## src/rtl/core/bcpe_pkg.sv

```systemverilog
// ----------------------------------------------------------------------------
// bcpe_pkg
// Types and constants shared by the Bezier curve point evaluator core.
// ----------------------------------------------------------------------------
package bcpe_pkg;

  localparam int ORDER_BITS     = 4;
  localparam int STEPS_BITS     = 10;
  localparam int INDEX_BITS     = 4;
  localparam int SAMPLE_BITS    = 10;
  localparam int CFG_INDEX_BITS = 1;
  localparam int CFG_DATA_BITS  = 10;

  localparam logic [ORDER_BITS-1:0] ORDER_RESET = 4'd3;
  localparam logic [STEPS_BITS-1:0] STEPS_RESET = 10'd100;

  localparam logic [CFG_INDEX_BITS-1:0] REG_CURVE_ORDER  = 1'b0;
  localparam logic [CFG_INDEX_BITS-1:0] REG_SAMPLE_STEPS = 1'b1;

  localparam logic OP_WRITE_POINT = 1'b0;
  localparam logic OP_EVALUATE    = 1'b1;

  typedef enum logic [2:0] {
    ST_IDLE,
    ST_DIV,
    ST_LEVEL,
    ST_DRAIN,
    ST_DIRECT_RD,
    ST_DIRECT_OUT
  } state_t;

endpackage

```

## src/rtl/core/bezier_curve_point_evaluator_core.sv

```systemverilog
// ----------------------------------------------------------------------------
// bezier_curve_point_evaluator_core
// Stores control points and evaluates a Bezier curve point by de Casteljau
// with one shared interpolation pipeline working out of a scratch memory.
// ----------------------------------------------------------------------------
//  Channel   Handshake           Payload
//  input     start, busy         in_opcode, in_point_index, in_coord_x/y,
//                                in_sample_index
//  result    out_valid strobe    out_curve_x, out_curve_y, out_is_last_sample
//  config    cfg_we              cfg_index, cfg_wdata
//
// A point write leaves busy low.
// An evaluation first works out t by bit-serial division, then runs n levels for
// order n; order zero reads control point zero out directly.
// Each level streams one memory read per cycle and drains the three-stage
// interpolation pipeline before the next level reads its results.
// The result strobe lasts one cycle and cannot be stalled. Reset is synchronous.
module bezier_curve_point_evaluator_core #(
  parameter int MAX_POINTS  = 16,
  parameter int COORD_BITS  = 16,
  parameter int T_FRAC_BITS = 16
) (
  input  logic                                  clk,
  input  logic                                  rst_n,
  input  logic                                  start,
  output logic                                  busy,
  input  logic                                  in_opcode,
  input  logic [bcpe_pkg::INDEX_BITS-1:0]       in_point_index,
  input  logic signed [COORD_BITS-1:0]          in_coord_x,
  input  logic signed [COORD_BITS-1:0]          in_coord_y,
  input  logic [bcpe_pkg::SAMPLE_BITS-1:0]      in_sample_index,
  output logic                                  out_valid,
  output logic signed [COORD_BITS-1:0]          out_curve_x,
  output logic signed [COORD_BITS-1:0]          out_curve_y,
  output logic                                  out_is_last_sample,
  input  logic                                  cfg_we,
  input  logic [bcpe_pkg::CFG_INDEX_BITS-1:0]   cfg_index,
  input  logic [bcpe_pkg::CFG_DATA_BITS-1:0]    cfg_wdata
);
  import bcpe_pkg::*;

  localparam int AW   = $clog2(MAX_POINTS);
  localparam int WW   = 2 * COORD_BITS;
  localparam int TW   = T_FRAC_BITS + 1;
  localparam int DW   = SAMPLE_BITS + T_FRAC_BITS;
  localparam int CNTW = $clog2(DW + 1);
  localparam int RW   = STEPS_BITS + 1;
  localparam int DFW  = COORD_BITS + 1;
  localparam int PW   = DFW + TW + 1;

  localparam logic [AW-1:0]          N_MAX  = AW'(MAX_POINTS - 1);
  localparam logic [CNTW-1:0]        DIV_N  = CNTW'(DW);
  localparam logic signed [PW-1:0]   HALF   = PW'(longint'(1) << (T_FRAC_BITS - 1));

  state_t state_r, state_nxt;

  logic [ORDER_BITS-1:0] curve_order_r;
  logic [STEPS_BITS-1:0] sample_steps_r;

  logic [WW-1:0] ctrl_mem [MAX_POINTS];
  logic [WW-1:0] work_mem [MAX_POINTS];
  logic [WW-1:0] ctrl_q, work_q;

  logic                   acc, wr_acc, ev_acc, wr_in_range;
  logic [AW-1:0]          wr_addr;
  logic [STEPS_BITS-1:0]  steps_eff, k_cl;
  logic [AW-1:0]          n_eval;

  logic [STEPS_BITS-1:0]  div_d_r, rem_r;
  logic [DW-1:0]          dvd_r;
  logic [CNTW-1:0]        cnt_r;
  logic [RW-1:0]          rem_sh;
  logic                   q_bit;
  logic                   last_r;

  logic [AW-1:0]          n_r, lvl_r, j_r;
  logic                   first_r;

  logic                   rd_vld_r, rd_first_r, rd_final_r;
  logic [AW-1:0]          rd_idx_r;
  logic [WW-1:0]          cur_w, prev_r;
  logic signed [COORD_BITS-1:0] cur_x, cur_y, prev_x, prev_y;

  logic                   s1_vld_r, s1_final_r;
  logic [AW-1:0]          w1_idx_r;
  logic signed [DFW-1:0]  diff_x_r, diff_y_r;
  logic signed [COORD_BITS-1:0] p1_x_r, p1_y_r;

  logic                   s2_vld_r, s2_final_r;
  logic [AW-1:0]          w2_idx_r;
  logic signed [PW-1:0]   prod_x_r, prod_y_r;
  logic signed [COORD_BITS-1:0] p2_x_r, p2_y_r;

  logic signed [TW:0]     t_s;
  logic signed [PW-1:0]   rnd_x, rnd_y;
  logic signed [COORD_BITS-1:0] res_x, res_y;
  logic                   pipe_empty;

  logic                   out_valid_r, out_last_r;
  logic signed [COORD_BITS-1:0] out_x_r, out_y_r;

  // Input decode.
  assign acc         = start && !busy;
  assign wr_acc      = acc && (in_opcode == OP_WRITE_POINT);
  assign ev_acc      = acc && (in_opcode == OP_EVALUATE);
  assign wr_in_range = (32'(in_point_index) < 32'(MAX_POINTS));
  assign wr_addr     = AW'(in_point_index);

  always_comb begin
    steps_eff = (sample_steps_r == '0) ? STEPS_BITS'(1) : sample_steps_r;
    k_cl      = (STEPS_BITS'(in_sample_index) > steps_eff) ? steps_eff
                                                            : STEPS_BITS'(in_sample_index);
    n_eval    = (32'(curve_order_r) > 32'(MAX_POINTS - 1)) ? N_MAX : AW'(curve_order_r);
  end

  // Configuration registers.
  always_ff @(posedge clk) begin
    if (!rst_n) begin
      curve_order_r  <= ORDER_RESET;
      sample_steps_r <= STEPS_RESET;
    end else if (cfg_we) begin
      case (cfg_index)
        REG_CURVE_ORDER:  curve_order_r  <= cfg_wdata[ORDER_BITS-1:0];
        REG_SAMPLE_STEPS: sample_steps_r <= cfg_wdata[STEPS_BITS-1:0];
        default: ;
      endcase
    end
  end

  // Control point memory and scratch memory.
  always_ff @(posedge clk) begin
    if (wr_acc && wr_in_range) begin
      ctrl_mem[wr_addr] <= {in_coord_x, in_coord_y};
    end
    ctrl_q <= ctrl_mem[j_r];
  end

  always_ff @(posedge clk) begin
    if (s2_vld_r) begin
      work_mem[w2_idx_r] <= {res_x, res_y};
    end
    work_q <= work_mem[j_r];
  end

  // State machine.
  assign pipe_empty = !rd_vld_r && !s1_vld_r && !s2_vld_r;

  always_comb begin
    state_nxt = state_r;
    case (state_r)
      ST_IDLE:       if (ev_acc) state_nxt = ST_DIV;
      ST_DIV: begin
        if (cnt_r == CNTW'(1)) begin
          state_nxt = (n_r == '0) ? ST_DIRECT_RD : ST_LEVEL;
        end
      end
      ST_LEVEL:      if (j_r == lvl_r) state_nxt = ST_DRAIN;
      ST_DRAIN: begin
        if (pipe_empty) begin
          state_nxt = (lvl_r == AW'(1)) ? ST_IDLE : ST_LEVEL;
        end
      end
      ST_DIRECT_RD:  state_nxt = ST_DIRECT_OUT;
      ST_DIRECT_OUT: state_nxt = ST_IDLE;
      default:       state_nxt = ST_IDLE;
    endcase
  end

  always_comb begin
    busy = (state_r != ST_IDLE);
  end

  always_ff @(posedge clk) begin
    if (!rst_n) begin
      state_r <= ST_IDLE;
    end else begin
      state_r <= state_nxt;
    end
  end

  // Bit-serial division for t and level sequencing.
  assign rem_sh = {rem_r, dvd_r[DW-1]};
  assign q_bit  = (rem_sh >= {1'b0, div_d_r});

  always_ff @(posedge clk) begin
    case (state_r)
      ST_IDLE: begin
        if (ev_acc) begin
          div_d_r <= steps_eff;
          dvd_r   <= {k_cl, {T_FRAC_BITS{1'b0}}} + DW'(steps_eff >> 1);
          rem_r   <= '0;
          cnt_r   <= DIV_N;
          last_r  <= (k_cl == steps_eff);
          n_r     <= n_eval;
        end
      end
      ST_DIV: begin
        rem_r <= q_bit ? STEPS_BITS'(rem_sh - {1'b0, div_d_r}) : STEPS_BITS'(rem_sh);
        dvd_r <= {dvd_r[DW-2:0], q_bit};
        cnt_r <= cnt_r - CNTW'(1);
        if (cnt_r == CNTW'(1)) begin
          lvl_r   <= n_r;
          j_r     <= '0;
          first_r <= 1'b1;
        end
      end
      ST_LEVEL: begin
        j_r <= j_r + AW'(1);
      end
      ST_DRAIN: begin
        if (pipe_empty) begin
          lvl_r   <= lvl_r - AW'(1);
          j_r     <= '0;
          first_r <= 1'b0;
        end
      end
      default: ;
    endcase
  end

  // Interpolation pipeline: read, difference, multiply, round and write back.
  assign t_s    = $signed({1'b0, dvd_r[TW-1:0]});
  assign cur_w  = rd_first_r ? ctrl_q : work_q;
  assign cur_x  = $signed(cur_w[WW-1:COORD_BITS]);
  assign cur_y  = $signed(cur_w[COORD_BITS-1:0]);
  assign prev_x = $signed(prev_r[WW-1:COORD_BITS]);
  assign prev_y = $signed(prev_r[COORD_BITS-1:0]);

  always_comb begin
    rnd_x = (prod_x_r + HALF) >>> T_FRAC_BITS;
    rnd_y = (prod_y_r + HALF) >>> T_FRAC_BITS;
    res_x = p2_x_r + COORD_BITS'(rnd_x);
    res_y = p2_y_r + COORD_BITS'(rnd_y);
  end

  always_ff @(posedge clk) begin
    if (!rst_n) begin
      rd_vld_r <= 1'b0;
      s1_vld_r <= 1'b0;
      s2_vld_r <= 1'b0;
    end else begin
      rd_vld_r <= (state_r == ST_LEVEL);
      s1_vld_r <= rd_vld_r && (rd_idx_r != '0);
      s2_vld_r <= s1_vld_r;
    end
  end

  always_ff @(posedge clk) begin
    rd_idx_r   <= j_r;
    rd_first_r <= first_r;
    rd_final_r <= (lvl_r == AW'(1));
    if (rd_vld_r) begin
      prev_r     <= cur_w;
      diff_x_r   <= DFW'(cur_x) - DFW'(prev_x);
      diff_y_r   <= DFW'(cur_y) - DFW'(prev_y);
      p1_x_r     <= prev_x;
      p1_y_r     <= prev_y;
      w1_idx_r   <= rd_idx_r - AW'(1);
      s1_final_r <= rd_final_r;
    end
    prod_x_r   <= PW'(diff_x_r) * PW'(t_s);
    prod_y_r   <= PW'(diff_y_r) * PW'(t_s);
    p2_x_r     <= p1_x_r;
    p2_y_r     <= p1_y_r;
    w2_idx_r   <= w1_idx_r;
    s2_final_r <= s1_final_r;
  end

  // Result register.
  always_ff @(posedge clk) begin
    if (!rst_n) begin
      out_valid_r <= 1'b0;
    end else begin
      out_valid_r <= (s2_vld_r && s2_final_r) || (state_r == ST_DIRECT_OUT);
    end
  end

  always_ff @(posedge clk) begin
    if (state_r == ST_DIRECT_OUT) begin
      out_x_r    <= $signed(ctrl_q[WW-1:COORD_BITS]);
      out_y_r    <= $signed(ctrl_q[COORD_BITS-1:0]);
      out_last_r <= last_r;
    end else if (s2_vld_r && s2_final_r) begin
      out_x_r    <= res_x;
      out_y_r    <= res_y;
      out_last_r <= last_r;
    end
  end

  assign out_valid          = out_valid_r;
  assign out_curve_x        = out_x_r;
  assign out_curve_y        = out_y_r;
  assign out_is_last_sample = out_last_r;

endmodule

```

## config.mk

```make
export PLATFORM = sky130hd
export DESIGN_NAME = bezier_curve_point_evaluator_core
export DESIGN_NICKNAME = d
export VERILOG_FILES = /design/src/rtl/core/bcpe_pkg.sv /design/src/rtl/core/bezier_curve_point_evaluator_core.sv
export SDC_FILE = /design/constraint.sdc
export NUM_CORES = 2
export LEC_CHECK = 0
export ABC_AREA = 1
export BUFFER_PORTS_ARGS = -buffer_cell sky130_fd_sc_hd__buf_2
export CORE_MARGIN = 3
export CORE_UTILIZATION = 60
export CTS_BUF_LIST = sky130_fd_sc_hd__clkbuf_16
export DETAILED_ROUTE_END_ITERATION = 12
export PLACE_DENSITY = 0.77
export SYNTH_ARGS = -nofsm -noshare
export SYNTH_HDL_FRONTEND = slang
export SYNTH_SLANG_ARGS = --single-unit
```

## constraint.sdc

```tcl
create_clock -name clk -period 6 [get_ports clk]
set_clock_uncertainty 0.05 [all_clocks]
set_input_delay 0.9 -clock clk [delete_from_list [all_inputs] [get_ports clk]]
set_output_delay 0.9 -clock clk [all_outputs]
set_load 0.01 [all_outputs]
```

==> metrics <==
Max-slew headroom=between 10 and 15%; Worst-Margin Slew=roughly 1.3 ns; top cells by area in the synthesized netlist=edfxtp_1 48%, fa_1 12%, inv_1 6.6%, nand2_1 5.2%, ha_1 4.9%; vias per inst=roughly 5.8; most common cell after layout, fill and taps aside=inv_1; H-tree depth=4; nets@finish=approximately 7900; antenna violations before repair=6; post-synth top area share=47.99%; worst-path fanout max=12; final worst path period share=between 90% and 100%; sequential share of the synthesized area=a little over half; first-pass GRT wire length=291800 µm; gpl congestion=0.9409; max-cap viol count=0; Syn Nets=about 7900; worst-case clock buffer depth=3; CTS buffer count=roughly 140; Detail Placement HPWL=124400 µm; Die Y=between 300 and 400 µm; largest area contributor in the netlist=edfxtp_1; Buffers on Ports=between 90 and 100; post-route minimum period=between 5 and 6 ns; vias in the first global route=51237; hold crit path type=flip-flop to flip-flop; DRC viols=0; largest net degree at the start of global routing=171; critical path type=flip-flop to flip-flop; P&R area growth vs syn=9.211%; crit end category=flip-flop; CTS tree=yes; Post-synth ARST share=0%; Starting Density=between 60% and 70%; # setup viols final=0; Mean Syn Cell Area=around 11 µm²; CP Launch Type=flip-flop; FMAX=~180 MHz; antenna viol nets, final=0; share of layout cells above drive strength 1=7.311%; drt total wl=~190000 µm; chip width=about 360 µm; I/O pin count=97; Worst-path clk slew=around 0.050 ns; Req. time, crit path=approximately 6.6 ns; # rows=130; Setup TNS=0 ns; outcome=finished clean; gr ovfl total=0; worst-skew pair later-pin latency=around 0.77 ns; Iter 0 DRT Violations=4927; Post-synth EDFFs=around 1200; dominant synthesized flop cell=edfxtp_1; Die ar.=132100 µm²; Via Count=just over 50000; commonest cells after routing, fill and taps aside=1388 x inv_1, 1225 x edfxtp_1, 1066 x nand2_1; Post-Syn Instances=slightly above 7000; root buffer cell=clkbuf_16; GRT Total Usage=between 20% and 30%; Arr. time, crit path=~6.3 ns; core area=about 130000 µm²; Post-Syn Area=~77000 µm²; synthesis warning total=0; mean routed wirelength per cell=about 21 µm; Seq cells post-synth=roughly 1400; distinct cell type count after synthesis=52; clk sinks=between 1000 and 1500; DR pass1 iterations=7; cts-stage hold buffer count=0; Slew Limit Fails=0; RSZ-0062 raised after global routing=false; Fin. Hold Viols=0
flip-flops by register name, summed over array words and instances (netlist names), 17 cells and up:
| register | count |
|---|---|
| ctrl_mem | 512 |
| diff_y_r | 17 |
| work_q | 32 |
| prev_r | 32 |
| diff_x_r | 17 |
| dvd_r | 26 |
| work_mem | 512 |
| prod_y_r | 17 |
| ctrl_q | 32 |
| prod_x_r | 17 |
worst max-delay path: stages, from the launching register on:
cell,delay (ns)
edfxtp_1,0.72
nand2_1,0.16
fa_1,0.56
inv_1,0.05
fa_1,0.49
fa_1,0.59
fa_1,0.46
fa_1,0.51
inv_1,0.05
fa_1,0.50
inv_1,0.05
ha_1,0.33
buf_4,0.16
nand2_1,0.07
nor2_1,0.15
inv_1,0.09
nor3_1,0.27
nand3_1,0.16
nand4_1,0.10
nand2_1,0.08
logic make-up (layout without fill, tap and decap cells):
logic type                 after synthesis  in the layout  synth area share (%)
buffers and inverters                 1720           1879                 8.811
AOI/OAI and AO/OA                     1218           1218                 9.026
other                                    0              2                     0
muxes                                  258            258                 3.372
DFF                                   1387           1387                 52.22
and+or+nand+nor                       1593           1593                 8.496
adders and majority gates              753            753                 16.71
xor gates and xnor gates               120            120                 1.371
cell usage after synthesis, types with 3 or more instances:
| cell | number |
|---|---|
| a21boi_0 | 6 |
| a21o_1 | 18 |
| a21oi_1 | 430 |
| a31oi_1 | 9 |
| and2_1 | 11 |
| and3_1 | 3 |
| buf_1 | 15 |
| buf_2 | 69 |
| buf_4 | 20 |
| buf_6 | 18 |
| clkbuf_1 | 233 |
| dfxtp_1 | 162 |
| edfxtp_1 | 1225 |
| fa_1 | 451 |
| ha_1 | 302 |
| inv_1 | 1358 |
| inv_2 | 4 |
| mux2i_1 | 256 |
| nand2_1 | 1067 |
| nand2_2 | 5 |
| nand3_1 | 207 |
| nand3b_1 | 5 |
| nand4_1 | 18 |
| nor2_1 | 218 |
| nor2_2 | 4 |
| nor3_1 | 34 |
| nor3_2 | 3 |
| nor4_1 | 5 |
| o211ai_1 | 262 |
| o21ai_0 | 443 |
| o21ai_1 | 13 |
| o21ai_2 | 3 |
| o21bai_1 | 22 |
| o31ai_1 | 6 |
| or2_1 | 3 |
| xnor2_1 | 32 |
| xor2_1 | 88 |
area by class of cell:
type / instances / area, µm²
sequential: 1387 / 40030
antenna: 2 / 5.005
fill: 9170 / 42500
multi-input combinational: 3942 / 30130
tap: 1650 / 2064
clock buffer: 140 / 3503
timing repair buffer: 257 / 1964
inverter: 1364 / 5130
clock inverter: 118 / 888.4
per-stage QoR:
stage                     setup slack [ns]  cells  utilization, %  hold slack (ns)  area [µm²]
after floorplan                     0.5940   7049               -           0.2733       76660
after global placement              0.1871   8577           62.65           0.2747       79070
after detailed placement            0.1837   8577           62.65           0.2769       79070
after CTS                           0.1735   8835           66.13           0.2491       83470
after global routing               0.02593   8859           66.32           0.2786       83720
final                               0.2872   8860           66.33           0.2897       83720
final timing paths:
kind	start	to	slack [ns]	cells past startpoint
setup / recovery	diff_y_r[8]$_DFFE_PP_	prod_y_r[26]$_DFF_P_	0.29	19
hold reg to reg	p1_x_r[9]$_DFFE_PP_	p2_x_r[9]$_DFF_P_	0.29	0
setup reg to reg	diff_y_r[8]$_DFFE_PP_	prod_y_r[26]$_DFF_P_	0.29	19
hold / removal	p1_x_r[9]$_DFFE_PP_	p2_x_r[9]$_DFF_P_	0.29	0
routing by layer:
metal	GRT usage, %	routed length [µm]
met5	0	46
met3	4.779	15210
met2	48.85	93040
met1	37.32	73790
met4	12.20	7694
what timing repair did:
item | in CTS | in global routing
setup endpoints to repair | 0 | 19
resized for setup | 0 | 1
setup buffers | 0 | 23
Power is left out: the tool's default activity adds up to more than one toggle a clock period on the data nets, which glitch-free logic cannot reach.
